==> config.mk <==
export PLATFORM = sky130hd
export DESIGN_NAME = spm_walker
export DESIGN_NICKNAME = d
export VERILOG_FILES = /design/src/rtl/assert_macros.svh /design/src/rtl/spm_pkg.sv /design/src/rtl/spm_walker.sv
export SDC_FILE = /design/constraint.sdc
export NUM_CORES = 1
export LEC_CHECK = 0
export ABC_CLOCK_PERIOD_IN_PS = 12100
export BUFFER_PORTS_ARGS = -buffer_cell sky130_fd_sc_hd__clkbuf_2
export CORE_ASPECT_RATIO = 1.5
export CORE_MARGIN = 5
export CORE_UTILIZATION = 59
export DETAILED_ROUTE_END_ITERATION = 7
export PLACE_DENSITY = 0.83
export SLEW_MARGIN = 10
export SYNTH_ARGS = -nofsm -noshare
export SYNTH_HDL_FRONTEND = slang
export SYNTH_SLANG_ARGS = --single-unit
==> constraint.sdc <==
create_clock -name clk -period 12.1 [get_ports clk]
set_clock_uncertainty 0.1 [all_clocks]
set_input_delay 2.42 -clock clk [delete_from_list [all_inputs] [get_ports clk]]
set_output_delay 2.42 -clock clk [all_outputs]
set_load 0.01 [all_outputs]
==> src/rtl/assert_macros.svh <==
// Assertion macros used by the top level of the spiral matrix block.
`ifndef ASSERT_MACROS_SVH
`define ASSERT_MACROS_SVH
`ifndef ASSERT_OFF
`define ASSERT_IMPLY(label, a, c) \
  label: assert property (@(posedge clk) disable iff (rst) (a) |-> (c)) \
    else $error("assertion violated");
`define ASSERT_NEXT(label, a, c) \
  label: assert property (@(posedge clk) disable iff (rst) (a) |=> (c)) \
    else $error("assertion violated");
`define ASSERT_NEVER(label, a) \
  label: assert property (@(posedge clk) disable iff (rst) !(a)) \
    else $error("assertion violated");
`else
`define ASSERT_IMPLY(label, a, c)
`define ASSERT_NEXT(label, a, c)
`define ASSERT_NEVER(label, a)
`endif
`endif

==> src/rtl/spm_pkg.sv <==
// Types and constants of the spiral matrix block.
package spm_pkg;

  localparam int unsigned COUNT_BITS = 5;
  localparam int unsigned CFG_INDEX_BITS = 2;
  localparam int unsigned FIELD_BITS = 32;
  localparam int unsigned INDEX_BITS = 4;

  localparam logic [COUNT_BITS-1:0] ROW_COUNT_RESET = 5'd4;
  localparam logic [COUNT_BITS-1:0] COL_COUNT_RESET = 5'd4;

  localparam logic [CFG_INDEX_BITS-1:0] REG_ROW_COUNT = 2'd0;
  localparam logic [CFG_INDEX_BITS-1:0] REG_COL_COUNT = 2'd1;

  localparam logic CMD_LOAD = 1'b0;
  localparam logic CMD_EMIT = 1'b1;

  typedef enum logic [3:0] {
    HEAD_RIGHT = 4'b0001,
    HEAD_DOWN  = 4'b0010,
    HEAD_LEFT  = 4'b0100,
    HEAD_UP    = 4'b1000
  } heading_t;

  typedef struct packed {
    logic                         cmd;
    logic signed [FIELD_BITS-1:0] load_value;
  } req_item_t;

  typedef struct packed {
    logic signed [FIELD_BITS-1:0] element;
    logic [INDEX_BITS-1:0]        row_index;
    logic [INDEX_BITS-1:0]        col_index;
    logic                         last_of_spiral;
  } rsp_item_t;

  typedef struct packed {
    logic restart;
    logic step;
  } walk_ctrl_t;

endpackage

==> src/rtl/spm_walker.sv <==
// Spiral walker: bounds, heading and position of the next element to emit.
module spm_walker #(
  parameter int unsigned MAX_ROWS = 16,
  parameter int unsigned MAX_COLS = 16
) (
  input  logic                                          clk,
  input  logic                                          rst,
  input  spm_pkg::walk_ctrl_t                           ctrl,
  input  logic [$clog2(MAX_ROWS+1)-1:0]                 rows_used,
  input  logic [$clog2(MAX_COLS+1)-1:0]                 cols_used,
  output logic [(MAX_ROWS > 1 ? $clog2(MAX_ROWS) : 1)-1:0] row,
  output logic [(MAX_COLS > 1 ? $clog2(MAX_COLS) : 1)-1:0] col,
  output logic                                          last
);

  localparam int unsigned RCW = $clog2(MAX_ROWS + 1);
  localparam int unsigned CCW = $clog2(MAX_COLS + 1);
  localparam int unsigned SRW = RCW + 1;
  localparam int unsigned SCW = CCW + 1;
  localparam int unsigned RIW = MAX_ROWS > 1 ? $clog2(MAX_ROWS) : 1;
  localparam int unsigned CIW = MAX_COLS > 1 ? $clog2(MAX_COLS) : 1;
  localparam logic signed [SRW-1:0] R_ONE = SRW'(1);
  localparam logic signed [SCW-1:0] C_ONE = SCW'(1);

  logic signed [SRW-1:0] top_bound, bottom_bound, walk_row;
  logic signed [SCW-1:0] left_bound, right_bound, walk_col;
  spm_pkg::heading_t     heading;

  logic signed [SRW-1:0] top_next, bottom_next, row_next;
  logic signed [SCW-1:0] left_next, right_next, col_next;
  spm_pkg::heading_t     heading_next;
  logic                  more;

  always_comb begin
    logic go_left;
    logic go_up;
    logic go_ring;
    top_next     = top_bound;
    bottom_next  = bottom_bound;
    left_next    = left_bound;
    right_next   = right_bound;
    row_next     = walk_row;
    col_next     = walk_col;
    heading_next = heading;
    more         = 1'b1;
    go_left      = 1'b0;
    go_up        = 1'b0;
    go_ring      = 1'b0;

    unique case (heading)
      spm_pkg::HEAD_RIGHT: begin
        if (walk_col < right_bound) begin
          col_next = walk_col + C_ONE;
        end else begin
          top_next = top_bound + R_ONE;
          if (top_next <= bottom_next) begin
            heading_next = spm_pkg::HEAD_DOWN;
            row_next     = top_next;
            col_next     = right_next;
          end else begin
            more = 1'b0;
          end
        end
      end
      spm_pkg::HEAD_DOWN: begin
        if (walk_row < bottom_bound) begin
          row_next = walk_row + R_ONE;
        end else begin
          right_next = right_bound - C_ONE;
          go_left    = 1'b1;
        end
      end
      spm_pkg::HEAD_LEFT: begin
        if (walk_col > left_bound) begin
          col_next = walk_col - C_ONE;
        end else begin
          bottom_next = bottom_bound - R_ONE;
          go_up       = 1'b1;
        end
      end
      spm_pkg::HEAD_UP: begin
        if (walk_row > top_bound) begin
          row_next = walk_row - R_ONE;
        end else begin
          left_next = left_bound + C_ONE;
          go_ring   = 1'b1;
        end
      end
      default: begin
        more = 1'b0;
      end
    endcase

    if (go_left) begin
      if (top_next <= bottom_next && left_next <= right_next) begin
        heading_next = spm_pkg::HEAD_LEFT;
        row_next     = bottom_next;
        col_next     = right_next;
      end else begin
        if (top_next <= bottom_next) begin
          bottom_next = bottom_next - R_ONE;
        end
        go_up = 1'b1;
      end
    end

    if (go_up) begin
      if (left_next <= right_next && bottom_next >= top_next) begin
        heading_next = spm_pkg::HEAD_UP;
        row_next     = bottom_next;
        col_next     = left_next;
      end else begin
        if (left_next <= right_next) begin
          left_next = left_next + C_ONE;
        end
        go_ring = 1'b1;
      end
    end

    if (go_ring) begin
      if (top_next <= bottom_next && left_next <= right_next) begin
        heading_next = spm_pkg::HEAD_RIGHT;
        row_next     = top_next;
        col_next     = left_next;
      end else begin
        more = 1'b0;
      end
    end
  end

  always_ff @(posedge clk) begin
    if (rst || ctrl.restart || (ctrl.step && !more)) begin
      top_bound    <= '0;
      bottom_bound <= $signed({1'b0, rows_used}) - R_ONE;
      left_bound   <= '0;
      right_bound  <= $signed({1'b0, cols_used}) - C_ONE;
      heading      <= spm_pkg::HEAD_RIGHT;
      walk_row     <= '0;
      walk_col     <= '0;
    end else if (ctrl.step) begin
      top_bound    <= top_next;
      bottom_bound <= bottom_next;
      left_bound   <= left_next;
      right_bound  <= right_next;
      heading      <= heading_next;
      walk_row     <= row_next;
      walk_col     <= col_next;
    end
  end

  assign row  = RIW'($unsigned(walk_row));
  assign col  = CIW'($unsigned(walk_col));
  assign last = !more;

endmodule

==> run summary <==
Run status = completed
CP max stage cell = a2111oi_0
Root Driver = clkbuf_16
Largest stage delay, worst path = 0.55 ns
Yosys Warn Count = 0
Vias/cell = 6.733
Routed wire per std cell = 21.30 microns
RR Endpoint = right_bound[1]$_DFFE_PP_
Worst path most repeated cell = o21a_1
DR vias = 5211
Worst skew pair latency = 0.30 ns
DRT Wirelength = 16.49 mm
Max-capacitance violation count = 0
Leakage = 2.317 nW
Register bit total from synthesis = 40
Routability cong. = 0.9929
Placement row count = 42
Tot GR Track Use = 30.88%
Hpwl dp = 13.07 mm
Layout Cells excl Fill = 774
Area growth, synth to finish = 4.697%
Starting Density = 59.55%
Fillers = 806
Die width = 86.62 microns
Fmax = 87.48 MHz
Worst Tran Pin Value = 1.247 ns
Antenna violations before repair = 0
Num CTS Buffers = 5
# DRC = 0
WS Path Type = register to output pin
Worst path required time = 9.58 ns
NumNets Final = 739
Die ar. = 10820 sq um
CTS tree = built
Power per Cell Area = 88.67 nW/um^2
Final ANT Viol Nets = 0
Post-synth top area cell = ha_1
Clock Pin Slew Worst Setup and Hold Paths = 0.06 ns
DRT iter0 DRCs = 554
Synth Flop Type = dfxtp_1
Setup crit start = left_bound[3]$_SDFFE_PP0P_
Ports = 23
Nature of the critical path endpoint = output pin
Post-synthesis cell area = 5195 sq um
Cell count after synthesis = 661
Register-to-register setup slack = 1.84 ns
CTS Buffer Depth = 2
Hold Path Class = register to register
Placed cells = 767
Ranking of synthesized cells by area = ha_1 15%, dfxtp_1 11%, edfxtp_1 6.9%
Reg-to-reg startpoint = left_bound[3]$_SDFFE_PP0P_
Top cells by count, synth = 61 x ha_1, 61 x nor2_1, 58 x nand2_1, 46 x inv_1, 32 x a21oi_1
Startpoint Class = register
Synth cell types = 91
Avg Inst Size Synth = 7.859 sq um
DRT Pass-1 Iters = 5
I/O Buffers = 22
Setup Total Neg Slack = 0 ns
Share of cells above drive strength 1 = 9.789%
Clock sink count = 40
Hold endpoint = left_bound[4]$_SDFFE_PP0P_
CP arrival = 8.91 ns
Vias in the first global route = 5122
RSZ-0062 raised after global routing = no
Max Slew Vio Count = 0
Final period util = 94.47%
Hold buffer count at cts = 0
Post-synth top area share = 14.69%
Ant. Diodes = 0
Largest net degree at the start of global routing = 39
Final min period = 11.43 ns
Hold_sp = left_bound[4]$_SDFFE_PP0P_
Post-synth EDFFs = 12
Final setup violation count = 0
Reg2Reg Depth = 35
Max IR drop VDD = 0.00006115 V
First-pass GRT wire length = 25.94 mm
Share of synthesized registers carrying an async set or reset = 0%
Seq/Total Area, Yosys = 17.73%
Syn nets = 736
H-tree depth = 2
Crit-path max FO = 8
Die Y = 124.9 microns
Core footprint = 8723 sq um
Final Hold Viols = 0
Hold path depth = 2
Max-slew headroom = 16.89%
GRT overflow = 0
## where the power goes
part / total (W) / switching [W] / internal (W)
Clock: 0.000133 / 0.0000578 / 0.0000757
Combinational: 0.000190 / 0.000118 / 0.0000712
Sequential: 0.000159 / 0.0000123 / 0.000147
Total: 0.000482 / 0.000188 / 0.000294
## worst max-delay path by stage
stage / end / slack (ns) / cells past startpoint
after detailed placement: last / 0.98 / 32
final: last / 0.67 / 33
after floorplan: last / 1.85 / 33
after global placement: last / 1.28 / 32
after global routing: last / 0.02 / 33
after CTS: last / 0.64 / 32
## registers in the layout, summed over array words and instances, names as in the netlist
signal	cells
right_bound	6
top_bound	6
bottom_bound	6
walk_row	6
left_bound	6
heading	4
walk_col	6
## routing by layer
metal / vias to the layer above / routed length (microns) / track usage [%]
li1: 2436 / - / -
met1: 2425 / 5828 / 32.23
met2: 254 / 8277 / 53.56
met3: 96 / 994 / 4.897
met4: 0 / 1385 / 23.58
met5: - / 0 / 0
## through the flow
stage / total power, W / setup slack [ns] / cell area [sq um] / hold slack, ns / util, %
final: 0.0004823 / 0.6693 / 5439 / 0.4081 / 62.35
after global routing: 0.0005089 / 0.02305 / 5439 / 0.4533 / 62.35
after CTS: 0.0004783 / 0.6448 / 5431 / 0.4142 / 62.26
after detailed placement: 0.0003467 / 0.9805 / 5299 / 0.3984 / 60.74
after global placement: 0.0003407 / 1.280 / 5299 / 0.3758 / 60.74
after floorplan: 0.0002955 / 1.854 / 5195 / 0.3604 / -
## critical path, delay by kind of cell, from the launching register on
| kind | cells | cell delay [ns] |
|---|---|---|
| compound gates | 16 | 3.31 |
| xor+xnor | 1 | 0.36 |
| fa+ha+maj | 4 | 1.18 |
| buf+inv | 2 | 0.31 |
| flops | 1 | 0.45 |
| mux | 2 | 0.77 |
| simple gates | 8 | 2.23 |
## timing repair
action | in CTS | in global routing
endpoints found under the setup margin | 0 | 1
buffers inserted | 0 | 0
gates resized for setup | 0 | 2
## cells in the final DEF (no fill, tap or decap), types with 7 or more instances in the layout
cell	netlist	routed
o21ai_0	26	26
nor2b_1	13	13
a211oi_1	7	7
nand2_1	58	58
dfxtp_1	28	27
edfxtp_1	12	12
o21ai_1	14	14
inv_1	46	46
nor3_1	15	15
nor2_1	61	61
buf_4	8	7
ha_1	61	61
xor2_1	11	11
o21a_1	10	10
a21oi_1	32	32
nand4_1	12	12
clkbuf_2	0	22
xnor2_1	28	28
mux2i_1	17	17
a21o_1	7	7
nand3_1	25	25
## cell families (layout without fill, tap and decap cells)
logic type	after synthesis	after routing	synth area share (%)
buffers and inverters	80	83	7.298
multiplexers	22	22	4.359
flip-flops	40	40	17.73
AND/OR/NAND/NOR	245	245	25.67
XOR/XNOR	40	40	7.009
adder cells (fa/ha/maj)	61	61	14.69
AO/OA/AOI/OAI	173	173	23.24
## layout make-up
| class | count | area (sq um) | area share, % |
|---|---|---|---|
| Inverter | 47 | 176.4 | 3.244 |
| Tap cell | 110 | 137.6 | 2.530 |
| Timing Repair Buffer | 29 | 162.7 | 2.991 |
| Multi-Input combinational cell | 541 | 3908 | 71.84 |
| Sequential cell | 40 | 922.1 | 16.95 |
| Clock buffer | 7 | 132.6 | 2.438 |
(Power assumes the default switching activity.)
